### src/rtl/ttba_pkg.sv
// ----------------------------------------------------------------------------
// ttba_pkg
// Types, widths and helpers shared by the tiled texture address pipeline.
// ----------------------------------------------------------------------------
package ttba_pkg;

	// configuration register file
	localparam int CFG_W   = 32;
	localparam int CFG_IDX_W = 2;
	localparam logic [CFG_IDX_W-1:0] REG_WIDTH      = 2'd0;
	localparam logic [CFG_IDX_W-1:0] REG_BLOCK_SIZE = 2'd1;
	localparam logic [CFG_IDX_W-1:0] REG_TILED_LEN  = 2'd2;
	localparam logic [CFG_IDX_W-1:0] REG_LINEAR_LEN = 2'd3;

	localparam int WIDTH_W = 14;
	localparam int BB_W    = 5;
	localparam int LG_W    = 3;
	localparam logic [WIDTH_W-1:0] MAX_WIDTH_BLOCKS = 14'd8192;

	// field widths
	localparam int OFS_W  = 24;
	localparam int X_W    = 13;
	localparam int Y_W    = 20;
	localparam int TIDX_W = 28;
	localparam int TEND_W = TIDX_W + 1;
	localparam int LIDX_W = 38;
	localparam int MUL_W  = Y_W + WIDTH_W;

	// tiled offset after the macro-tile squeeze
	localparam int OT_W  = 25;
	// macro-tile index = quotient width, one divider cell per bit
	localparam int QUO_W = OT_W - 7;
	// macro-tile groups per row: 1 .. MAX_WIDTH_BLOCKS/32
	localparam int GRP_W = $clog2(MAX_WIDTH_BLOCKS / 32 + 1);
	localparam int REM_W = GRP_W - 1;

	typedef struct packed {
		logic [OFS_W-1:0] off;
		logic [1:0]       tx;
		logic [1:0]       ty;
		logic [2:0]       ux;
		logic [2:0]       uy;
		logic             b4;
	} side_t;

	typedef struct packed {
		logic [REM_W-1:0] rem;
		logic [QUO_W-1:0] data;
		side_t            side;
	} stage_t;

	function automatic logic [LG_W-1:0] size_log2(input logic [BB_W-1:0] bb);
		logic [LG_W-1:0] lg;
		if (bb >= 5'd16) lg = 3'd4;
		else if (bb >= 5'd8) lg = 3'd3;
		else if (bb >= 5'd4) lg = 3'd2;
		else if (bb >= 5'd2) lg = 3'd1;
		else lg = 3'd0;
		return lg;
	endfunction

endpackage

### src/rtl/ttba_div_cell.sv
// ----------------------------------------------------------------------------
// ttba_div_cell
// One restoring-division step: resolves one quotient bit of the macro-tile
// index and passes remainder, dividend/quotient and side data downstream.
// ----------------------------------------------------------------------------
module ttba_div_cell (
	input  logic                         clk,
	input  logic                         arst_n,
	input  logic [ttba_pkg::GRP_W-1:0]   divisor,
	input  logic                         up_valid,
	input  ttba_pkg::stage_t             up_stage,
	output logic                         up_ready,
	output logic                         dn_valid,
	output ttba_pkg::stage_t             dn_stage,
	input  logic                         dn_ready
);
	import ttba_pkg::*;

	logic [GRP_W-1:0] trial;
	logic             take;
	stage_t           nxt;
	logic             valid_q;
	stage_t           stage_q;

	// partial remainder with the next dividend bit shifted in
	assign trial = {up_stage.rem, up_stage.data[QUO_W-1]};
	assign take  = trial >= divisor;

	always_comb begin
		nxt      = up_stage;
		nxt.rem  = take ? REM_W'(trial - divisor) : trial[REM_W-1:0];
		nxt.data = {up_stage.data[QUO_W-2:0], take};
	end

	assign up_ready = !valid_q || dn_ready;

	always_ff @(posedge clk or negedge arst_n) begin
		if (!arst_n) begin
			valid_q <= 1'b0;
		end else if (up_ready) begin
			valid_q <= up_valid;
		end
	end

	always_ff @(posedge clk) begin
		if (up_ready && up_valid) begin
			stage_q <= nxt;
		end
	end

	assign dn_valid = valid_q;
	assign dn_stage = stage_q;

endmodule

### src/rtl/tiled_texture_block_address.sv
// ----------------------------------------------------------------------------
// tiled_texture_block_address
// Maps a tiled block offset to linear x/y and byte indexes with bound check.
// ----------------------------------------------------------------------------
// Takes one transaction per clock unless rsp_ready holds the pipe, and returns
// one result per transaction, in order, from the result register. There are
// 22 register stages: the offset decode register, 18 divider cells that split
// the macro-tile index into row and column (one quotient bit per cell), then
// x/y assembly, the row-times-width multiply and the byte index / bound check
// stage. Each stage moves on as soon as the stage after it is free, so bubbles
// collapse and a waiting result does not block new transactions while the pipe
// has room. Configuration must be written only while no transaction is in
// flight.
module tiled_texture_block_address (
	input  logic                              clk,
	input  logic                              arst_n,
	input  logic                              cfg_we,
	input  logic [ttba_pkg::CFG_IDX_W-1:0]    cfg_index,
	input  logic [ttba_pkg::CFG_W-1:0]        cfg_data,
	input  logic                              req_valid,
	output logic                              req_ready,
	input  logic [ttba_pkg::OFS_W-1:0]        tiled_offset,
	output logic                              rsp_valid,
	input  logic                              rsp_ready,
	output logic [ttba_pkg::X_W-1:0]          block_x,
	output logic [ttba_pkg::Y_W-1:0]          block_y,
	output logic [ttba_pkg::TIDX_W-1:0]       tiled_byte_index,
	output logic [ttba_pkg::LIDX_W-1:0]       linear_byte_index,
	output logic                              out_of_range
);
	import ttba_pkg::*;

	// configuration
	logic [WIDTH_W-1:0] width_q;
	logic [BB_W-1:0]    bbytes_q;
	logic [CFG_W-1:0]   tiled_len_q;
	logic [CFG_W-1:0]   lin_len_q;

	always_ff @(posedge clk or negedge arst_n) begin
		if (!arst_n) begin
			width_q     <= WIDTH_W'(32);
			bbytes_q    <= BB_W'(4);
			tiled_len_q <= '0;
			lin_len_q   <= '0;
		end else if (cfg_we) begin
			case (cfg_index)
				REG_WIDTH:      width_q     <= cfg_data[WIDTH_W-1:0];
				REG_BLOCK_SIZE: bbytes_q    <= cfg_data[BB_W-1:0];
				REG_TILED_LEN:  tiled_len_q <= cfg_data;
				REG_LINEAR_LEN: lin_len_q   <= cfg_data;
				default: ;
			endcase
		end
	end

	logic [LG_W-1:0]    lg;
	logic [WIDTH_W-1:0] w_sat;
	logic [WIDTH_W-1:0] w_pad;
	logic [GRP_W-1:0]   groups;

	assign lg     = size_log2(bbytes_q);
	assign w_sat  = (width_q > MAX_WIDTH_BLOCKS) ? MAX_WIDTH_BLOCKS : width_q;
	assign w_pad  = w_sat + WIDTH_W'(31);
	// zero width still divides by one group
	assign groups = (w_pad[WIDTH_W-1:5] == '0) ? GRP_W'(1) : GRP_W'(w_pad[WIDTH_W-1:5]);

	// ------------------------------------------------------------------
	// stage 1: offset decode
	// ------------------------------------------------------------------
	logic [TIDX_W-1:0] ob;
	logic [OT_W-1:0]   ot;
	logic [OT_W-1:0]   ot_sh;
	logic [OT_W-2:0]   ux_t;
	logic [OT_W-1:0]   uy_mask;
	logic [OT_W-1:0]   uy_sum;
	logic [OT_W-1:0]   uy_sh;
	stage_t            front;

	assign ob      = TIDX_W'(tiled_offset) << lg;
	assign ot      = OT_W'({ob[27:12], 9'b0}) + OT_W'({ob[10:8], 6'b0}) + OT_W'(ob[5:0]);
	assign ot_sh   = ot >> lg;
	assign ux_t    = {ot[24:5], ot[3:0]};
	assign uy_mask = ((OT_W'(64) << lg) - OT_W'(1)) & ~OT_W'(31);
	assign uy_sum  = (ot & uy_mask) + OT_W'({ot[3:0], 1'b0});
	assign uy_sh   = (uy_sum >> 3) >> lg;

	always_comb begin
		front         = '0;
		front.data    = ot_sh[OT_W-1:7];
		front.side.off = tiled_offset;
		front.side.tx = {ot_sh[6], 1'b0} + ob[7:6];
		front.side.ty = {ob[11], ot_sh[6]};
		front.side.ux = 3'(ux_t >> lg);
		front.side.uy = {uy_sh[2:1], 1'b0};
		front.side.b4 = ot[4];
	end

	logic [QUO_W:0] cell_vld;
	logic [QUO_W:0] cell_rdy;
	stage_t         cell_stage [QUO_W+1];
	logic           v_s1;
	stage_t         st_s1;

	assign req_ready = !v_s1 || cell_rdy[0];

	always_ff @(posedge clk or negedge arst_n) begin
		if (!arst_n) begin
			v_s1 <= 1'b0;
		end else if (req_ready) begin
			v_s1 <= req_valid;
		end
	end

	always_ff @(posedge clk) begin
		if (req_ready && req_valid) begin
			st_s1 <= front;
		end
	end

	assign cell_vld[0]   = v_s1;
	assign cell_stage[0] = st_s1;

	// ------------------------------------------------------------------
	// divider cell chain: macro-tile index / groups
	// ------------------------------------------------------------------
	for (genvar i = 0; i < QUO_W; i++) begin : g_cell
		ttba_div_cell u_cell (
			.clk      (clk),
			.arst_n   (arst_n),
			.divisor  (groups),
			.up_valid (cell_vld[i]),
			.up_stage (cell_stage[i]),
			.up_ready (cell_rdy[i]),
			.dn_valid (cell_vld[i+1]),
			.dn_stage (cell_stage[i+1]),
			.dn_ready (cell_rdy[i+1])
		);
	end

	// ------------------------------------------------------------------
	// stage 20: x/y assembly
	// ------------------------------------------------------------------
	logic             v_s20, v_s21, v_s22;
	logic             rdy_s21, rdy_s22;
	logic [X_W-1:0]   x_c;
	logic [Y_W-1:0]   y_c;
	logic [X_W-1:0]   x_s20, x_s21;
	logic [Y_W-1:0]   y_s20, y_s21;
	logic [OFS_W-1:0] off_s20, off_s21;
	stage_t           last;

	assign last = cell_stage[QUO_W];
	assign x_c  = X_W'({last.rem, last.side.tx, 3'b000}) + X_W'(last.side.ux);
	assign y_c  = Y_W'({last.data, last.side.ty, 3'b000}) + Y_W'(last.side.uy)
	            + Y_W'(last.side.b4);

	assign cell_rdy[QUO_W] = !v_s20 || rdy_s21;

	always_ff @(posedge clk or negedge arst_n) begin
		if (!arst_n) begin
			v_s20 <= 1'b0;
		end else if (cell_rdy[QUO_W]) begin
			v_s20 <= cell_vld[QUO_W];
		end
	end

	always_ff @(posedge clk) begin
		if (cell_rdy[QUO_W] && cell_vld[QUO_W]) begin
			x_s20   <= x_c;
			y_s20   <= y_c;
			off_s20 <= last.side.off;
		end
	end

	// ------------------------------------------------------------------
	// stage 21: row times width
	// ------------------------------------------------------------------
	logic [MUL_W-1:0] prod_s21;

	assign rdy_s21 = !v_s21 || rdy_s22;

	always_ff @(posedge clk or negedge arst_n) begin
		if (!arst_n) begin
			v_s21 <= 1'b0;
		end else if (rdy_s21) begin
			v_s21 <= v_s20;
		end
	end

	always_ff @(posedge clk) begin
		if (rdy_s21 && v_s20) begin
			prod_s21 <= MUL_W'(y_s20) * MUL_W'(w_sat);
			x_s21    <= x_s20;
			y_s21    <= y_s20;
			off_s21  <= off_s20;
		end
	end

	// ------------------------------------------------------------------
	// stage 22: byte indexes, bound check, result register
	// ------------------------------------------------------------------
	logic [MUL_W-1:0]  lsum;
	logic [LIDX_W-1:0] lidx_c;
	logic [LIDX_W-1:0] lend_c;
	logic [TIDX_W-1:0] tidx_c;
	logic [TEND_W-1:0] tend_c;
	logic              oor_c;

	logic [X_W-1:0]    x_s22;
	logic [Y_W-1:0]    y_s22;
	logic [TIDX_W-1:0] tidx_s22;
	logic [LIDX_W-1:0] lidx_s22;
	logic              oor_s22;

	assign lsum   = prod_s21 + MUL_W'(x_s21);
	assign lidx_c = LIDX_W'(lsum) << lg;
	// index + block size == (index_in_blocks + 1) << lg
	assign lend_c = (LIDX_W'(lsum) + LIDX_W'(1)) << lg;
	assign tidx_c = TIDX_W'(off_s21) << lg;
	assign tend_c = (TEND_W'(off_s21) + TEND_W'(1)) << lg;
	assign oor_c  = (CFG_W'(tend_c) > tiled_len_q) || (lend_c > LIDX_W'(lin_len_q));

	assign rdy_s22 = !v_s22 || rsp_ready;

	always_ff @(posedge clk or negedge arst_n) begin
		if (!arst_n) begin
			v_s22 <= 1'b0;
		end else if (rdy_s22) begin
			v_s22 <= v_s21;
		end
	end

	always_ff @(posedge clk) begin
		if (rdy_s22 && v_s21) begin
			x_s22    <= x_s21;
			y_s22    <= y_s21;
			tidx_s22 <= tidx_c;
			lidx_s22 <= lidx_c;
			oor_s22  <= oor_c;
		end
	end

	assign rsp_valid         = v_s22;
	assign block_x           = x_s22;
	assign block_y           = y_s22;
	assign tiled_byte_index  = tidx_s22;
	assign linear_byte_index = lidx_s22;
	assign out_of_range      = oor_s22;

	// ------------------------------------------------------------------
	// checks
	// ------------------------------------------------------------------
	a_idle_accepts: assert property (@(posedge clk) disable iff (!arst_n)
		!rsp_valid |-> req_ready)
		else $error("input stalled with an empty result register");

	a_accept_fills: assert property (@(posedge clk) disable iff (!arst_n)
		req_valid && req_ready |=> v_s1)
		else $error("accepted transaction not captured by decode stage");

	a_stall_holds: assert property (@(posedge clk) disable iff (!arst_n)
		v_s21 && rsp_valid && !rsp_ready |=> v_s21)
		else $error("multiply stage dropped a transaction under stall");

endmodule
### config.mk
export PLATFORM = sky130hd
export DESIGN_NAME = tiled_texture_block_address
export DESIGN_NICKNAME = d
export VERILOG_FILES = /design/src/rtl/ttba_pkg.sv /design/src/rtl/ttba_div_cell.sv /design/src/rtl/tiled_texture_block_address.sv
export SDC_FILE = /design/constraint.sdc
export NUM_CORES = 2
export LEC_CHECK = 0
export CORE_MARGIN = 2
export CORE_UTILIZATION = 58
export CTS_CLUSTER_SIZE = 25
export DETAILED_ROUTE_END_ITERATION = 8
export DONT_BUFFER_PORTS = 1
export GPL_TIMING_DRIVEN = 0
export PLACE_DENSITY = 0.78
export SLEW_MARGIN = 10
export SYNTH_ARGS = -nofsm -noshare
export SYNTH_HDL_FRONTEND = slang
export SYNTH_SLANG_ARGS = --single-unit
### constraint.sdc
create_clock -name clk -period 6.6 [get_ports clk]
set_input_delay 0.66 -clock clk [delete_from_list [all_inputs] [get_ports clk]]
set_output_delay 0.66 -clock clk [all_outputs]
set_load 0.05 [all_outputs]
# [Word-level counts from Yosys, hierarchy flattened]
# Cells that the tools add are included.
[word_totals] ff_bits=1482 input_bits=63 output_inout_bits=102 word_cells=356
[op_classes] n_addsub=30 mul=1 n_lt_le_gt_ge=25 eq_ne=3 shift=9 mux=24 n_bitwise=1 reduce_logical=73
[op_table] op="greater-or-equal comparator 9 bit" n=17
[op_table] op="2-to-1 mux 8 bit" n=17
[op_table] op="subtractor 8 bit" n=17
[op_table] op="left shift 24 x 3 -> 28 bit" n=2
[op_table] op="> comparator 38 x 32 -> 1 bit" n=1
[op_table] op="left shift 34 x 3 -> 38 bit" n=1
[op_table] op="left shift 35 x 3 -> 38 bit" n=1
[op_table] op="adder 34 x 1 -> 35 bit (second input constant)" n=1
[op_table] op="adder 34 x 13 -> 34 bit" n=1
[op_table] op="multiplier 20 x 14 -> 34 bit" n=1
[op_table] op="> comparator 29 x 32 -> 1 bit" n=1
[op_table] op="left shift 25 x 3 -> 29 bit" n=1
[op_table] op="adder 24 x 1 -> 25 bit (second input constant)" n=1
[op_table] op="adder 25 x 5 -> 25 bit" n=1
[op_table] op="adder 25 x 6 -> 25 bit" n=1
[op_table] op="adder 25 x 9 -> 25 bit" n=1
[op_table] op="AND 25 bit" n=1
[op_table] op="left shift 7 x 3 -> 25 bit (first input constant)" n=1
[op_table] op=">> shifter 25 x 3 -> 25 bit" n=1
[op_table] op="subtractor 25 x 2 -> 25 bit (second input constant)" n=1
[op_table] op=">> shifter 24 x 3 -> 3 bit" n=1
[op_table] op="logical OR 1 bit" n=23
[op_table] op="logical AND 1 bit" n=22
[op_table] op="zero test 1 bit" n=22
[op_table] op="other kinds (23)" n=29

# [Logic depth before layout (Yosys ltp)]
[depth] ltp_word=24 ltp_mapped=28 depth_no_buf=26

# [Cells and area by module]
# A second synthesis with hierarchy kept.
[hier_totals] cells_unflattened=5456 hier_area_um2=73385.4
[by_module_without_submodules] module="ttba_div_cell at g_cell[0].u_cell ..." n_inst=17 cells_per_inst=134 area_each_um2=2393.5 seq_area_each_um2=1856.8
[by_module_without_submodules] module="tiled_texture_block_address" n_inst=1 cells_per_inst=3043 area_each_um2=30286.5 seq_area_each_um2=11163.2
[by_module_without_submodules] module="ttba_div_cell at g_cell[5].u_cell" n_inst=1 cells_per_inst=135 area_each_um2=2408.6 seq_area_each_um2=1856.8

# [Least setup slack after synthesis]
# No wires, ideal clock.
[synth_timing] kind="reg2reg" from="reg width_q[13]" to="reg prod_s21[28] (data pin)" setup_ns=0.258 arrival_ns=6.632 slack_ns=-0.290 path_stages_with_launch=27 path_cell_list="dfrtp_1 clkbuf_1 clkbuf_1 nor2_1 clkbuf_1 and2_1 fa_1 inv_1 fa_1 inv_1 fa_1 inv_1 fa_1 inv_1 fa_1 fa_1 ha_1 a21oi_1 o211ai_1 a31oi_1 nand3_1 a311oi_1 o21ai_0 o221a_2 a21o_1 a21oi_1 xnor2_1"
[synth_via] elab_chain_len=3
[synth_rtl] item="from (decl)" line="tiled_texture_block_address.sv:34" text="logic [WIDTH_W-1:0] width_q;"
[synth_rtl] item="from (signal assigned)" line="tiled_texture_block_address.sv:47" text="REG_WIDTH: width_q <= cfg_data[WIDTH_W-1:0];"
[synth_rtl] item="> comparator 14 bit" line="tiled_texture_block_address.sv:62" text="assign w_sat = (width_q > MAX_WIDTH_BLOCKS) ? MAX_WIDTH_BLOCKS : width_q;"
[synth_rtl] item="2-to-1 mux 14 bit (*)" line="tiled_texture_block_address.sv:62"
[synth_rtl] item="multiplier 20 x 14 -> 34 bit (*)" line="tiled_texture_block_address.sv:192" text="prod_s21 <= MUL_W'(y_s20) * MUL_W'(w_sat);"
[synth_rtl] item="to (signal assigned)" line="tiled_texture_block_address.sv:192"
[synth_rtl] item="to (decl)" line="tiled_texture_block_address.sv:178" text="logic [MUL_W-1:0] prod_s21;"
# Mark *: on every way between the ends. The rest lies on a longest branch, timed or not.
# A chain may end at the register's enable or synchronous reset.

# [Final worst setup path]
[layout_timing] from="reg width_q[13]" to="reg prod_s21[31] (data pin)"
# The elaborated chain is that of the path after synthesis.

==> impl_results.md <==
- Final wirelength: 196 mm
- Reg-to-reg critical path endpoint: prod_s21[31]
- Fin cells: 7,086
- Clock Latency Late Sink: 0.81 ns
- Synth top area share: 57.6%
- Worst Hold Slack: 0.0404 ns
- Fin Clk Skew: 0.0639 ns
- Maximum number of pins on one net before global-route repair: 105
- Period Utilization, post-route: 104%
- Async S/R FF share, synth: 7.26%
- Vias per cell: 6.13
- Aggregate global routing overflow: 0
- Clk pin slew, worst setup/hold paths: 0.06 ns
- Hold Path Sink: cell_stage[1142]
- Die Height: 350 um
- Final setup viols: 10
- Critical path startpoint: width_q[13]
- Final worst slack: -0.256 ns
- Max_slew headroom: 20.6%
- Status: finished, violations left
- DRC viols: 0
- Period minus WS final: 6.86 ns
- Initial Util: 58.6%
- Post-route ant nets: 0
- Core area: 118,000 sq um
- Synth Register Bits: 1,433
- I/O pins: 165
- H-tree levels: 4
- Slew @ Worst Pin: 1.19 ns
- Routability cong.: 1.01
- FF-to-FF path depth: 25
- Area grow syn2layout: 14.5%
- Sequential element share of the synthesized area: 61.4%
- Failing checks: setup timing
- EDFF count, synth: 1,329
- Crit end category: flip-flop
- Crit path DAT: 7.38 ns
- Syn_area_per_cell: 13.6 sq um
- Final Util: 67.0%
- Rows: 126
- CP max FO: 10
- Cell count after synthesis: 5,101
- Syn. warnings: 0
- Hold depth: 1
- Setup crit start kind: flip-flop
- Final hold violation count: 0
- Die footprint: 122,000 sq um
- TritonCTS clock tree: yes
- Vias in the first global route: 44.5k
- Top FF cell, synth: edfxtp_1
- Fmax achieved: 146 MHz
- Vias: 43.4k
- Initial antenna violation count: 19
- Largest area contributor in the netlist: edfxtp_1
- Worst R2R Setup Slack: -0.26 ns
- Clock Path Buffers: 3
- Avg WL per Cell: 27.6 um
- Detailed router's first-iteration violation count: 4,694
- RSZ-0062 raised after global routing: yes
- List of most frequent post-synthesis cells: edfxtp_1 (1,329), nand2_1 (460), inv_1 (349)
- Hpwl dp: 131 mm
- Layout cells sized above 1: 14.7%
- Nets: 6,032
- Num CTS Buffers: 142
- Synth Cell Area: 69,200 sq um
- Cell with the most instances after synthesis: edfxtp_1
- Critical path class: flip-flop to flip-flop
- Max-cap viol count: 0
- Initial DRT Pass Iterations: 8
- CTS root buf: clkbuf_16
- Cell variety after synth: 100
- Total Routing Usage GR: 32.4%
- Port bufs: 0
- Placed insts: 6,677
- Worst min path class: primary input to flip-flop
- HP Start: tiled_offset[19]
- Layout fillers: 8,064
- RR Startpoint: width_q[13]
- Synth area leaders: edfxtp_1 (58%), fa_1 (6.7%), ha_1 (6.0%), dfrtp_1 (3.7%), mux2_2 (3.1%)
- Die width: 350 um
- CP required: 7.13 ns
- Max Slew Vio Count: 0
- First-pass GRT wire length: 288 mm
- Clock sink count: 1,433
final cells by class:
| cell class | count | area [sq um] | share of cell area [%] |
|---|---|---|---|
| antenna | 24 | 60.1 | 0.0758 |
| buffer | 205 | 1110 | 1.40 |
| clock buffer | 171 | 3720 | 4.70 |
| clock inverter | 91 | 1070 | 1.35 |
| inverter | 349 | 1310 | 1.66 |
| multi-input combinational | 3114 | 25700 | 32.4 |
| sequential | 1433 | 42500 | 53.6 |
| tap | 1536 | 1920 | 2.42 |
| timing repair buffer | 163 | 1910 | 2.40 |
through the flow:
stage	TNS (ns)	instance area, sq um	setup slack, ns
CTS	-0.147	78800	-0.0793
global route	-4.03	79200	-0.510
detailed placement	-15.36	72200	-1.23
floorplan	0	69300	0.0339
finish	-1.53	79300	-0.256
global placement	-653.66	71200	-2.29
state kept, by name (all words and copies together), names as in the netlist, 14 cells and up:
register,flops
g_cell.u_cell.dn_stage,1029
cell_stage,52
linear_byte_index,38
prod_s21,34
lin_len_q,32
tiled_len_q,32
tiled_byte_index,28
off_s20,24
off_s21,24
block_y,20
y_s20,20
y_s21,20
g_cell.u_cell.dn_valid,18
width_q,14
worst max-delay path, cell delays in order (launching register included):
cell	delay, ns
dfrtp_2	0.45
buf_8	0.15
buf_4	0.14
nor2b_4	0.22
buf_8	0.19
nand2_1	0.09
fa_1	0.45
fa_1	0.51
fa_1	0.53
inv_2	0.04
fa_1	0.49
fa_1	0.61
inv_2	0.06
fa_1	0.58
inv_2	0.05
ha_4	0.24
o21a_1	0.21
o21ai_2	0.19
a21oi_2	0.11
a311oi_2	0.30
nor2_2	0.11
a211o_1	0.31
a21oi_2	0.20
nand2b_1	0.10
a21oi_2	0.16
xnor2_1	0.09
cell usage in the layout (no fill, tap or decap), types with 24 or more instances in the layout:
cell type / Yosys / layout
edfxtp_1: 1329 / 1329
nand2_1: 460 / 452
inv_1: 349 / 337
ha_1: 330 / 315
nor2_1: 284 / 272
fa_1: 231 / 224
o21ai_0: 205 / 194
a21oi_1: 212 / 193
mux2_2: 191 / 191
and2_1: 181 / 165
clkbuf_1: 176 / 147
clkbuf_16: 0 / 146
dfrtp_1: 102 / 101
xnor2_1: 104 / 98
a21o_1: 74 / 74
buf_4: 1 / 73
xor2_1: 76 / 72
nand2b_1: 70 / 69
nand3_1: 65 / 63
nand4_1: 61 / 61
mux2i_1: 61 / 61
a211oi_1: 55 / 51
nor2b_1: 66 / 49
dlygate4sd3_1: 0 / 48
nor3_1: 45 / 40
and3_1: 26 / 26
clkinv_1: 0 / 26
clkinv_2: 0 / 25
buf_12: 0 / 25
diode_2: 0 / 24
clkbuf_2: 0 / 24
layer usage:
| metal | share of wire (%) | vias to the layer above | track usage [%] | wire length, um |
|---|---|---|---|---|
| met1 | 39 | 21900 | 42.3 | 76500 |
| met4 | 3.9 | 16 | 12.5 | 7570 |
| met5 | 0.059 | - | 0 | 115 |
| met3 | 9.0 | 518 | 7.93 | 17700 |
| met2 | 48 | 2042 | 52.6 | 93700 |
| li1 | - | 19000 | - | - |
how the worst max path moves through the flow:
stage,end,slack [ns],depth (start not counted)
6_report,prod_s21[31],-0.26,25
5_1_grt,prod_s21[33],-0.51,24
4_1_cts,prod_s21[28],-0.08,23
3_5_place_dp,prod_s21[28],-1.23,24
3_3_place_gp,g_cell[7].u_cell.dn_stage[37],-2.29,6
2_1_floorplan,prod_s21[28],0.03,26
cells by family (layout without fill, tap and decap cells):
family | count (synthesis) | in the layout | share of synthesized area, %
buf+inv | 557 | 979 | 3.05
compound gates | 768 | 768 | 7.07
other cells | 1 | 28 | 0.00542
fa+ha+maj | 561 | 561 | 12.6
flops | 1433 | 1433 | 61.4
mux | 253 | 253 | 4.02
xor+xnor | 183 | 183 | 2.35
simple gates | 1345 | 1345 | 9.47
repair_timing:
item | 4_1_cts | 5_1_grt
setup endpoints to repair | 20 | 138
buffers inserted | 57 | 19
gates resized for setup | 232 | 79
hold buffers | 49 | 0
hold endpoints to repair | 161 | 0
gates cloned | 1 | 0
pin swaps | 85 | 57
Power is not shown: default switching activity piles up to over one toggle a cycle in this logic, so the estimate is an artifact.
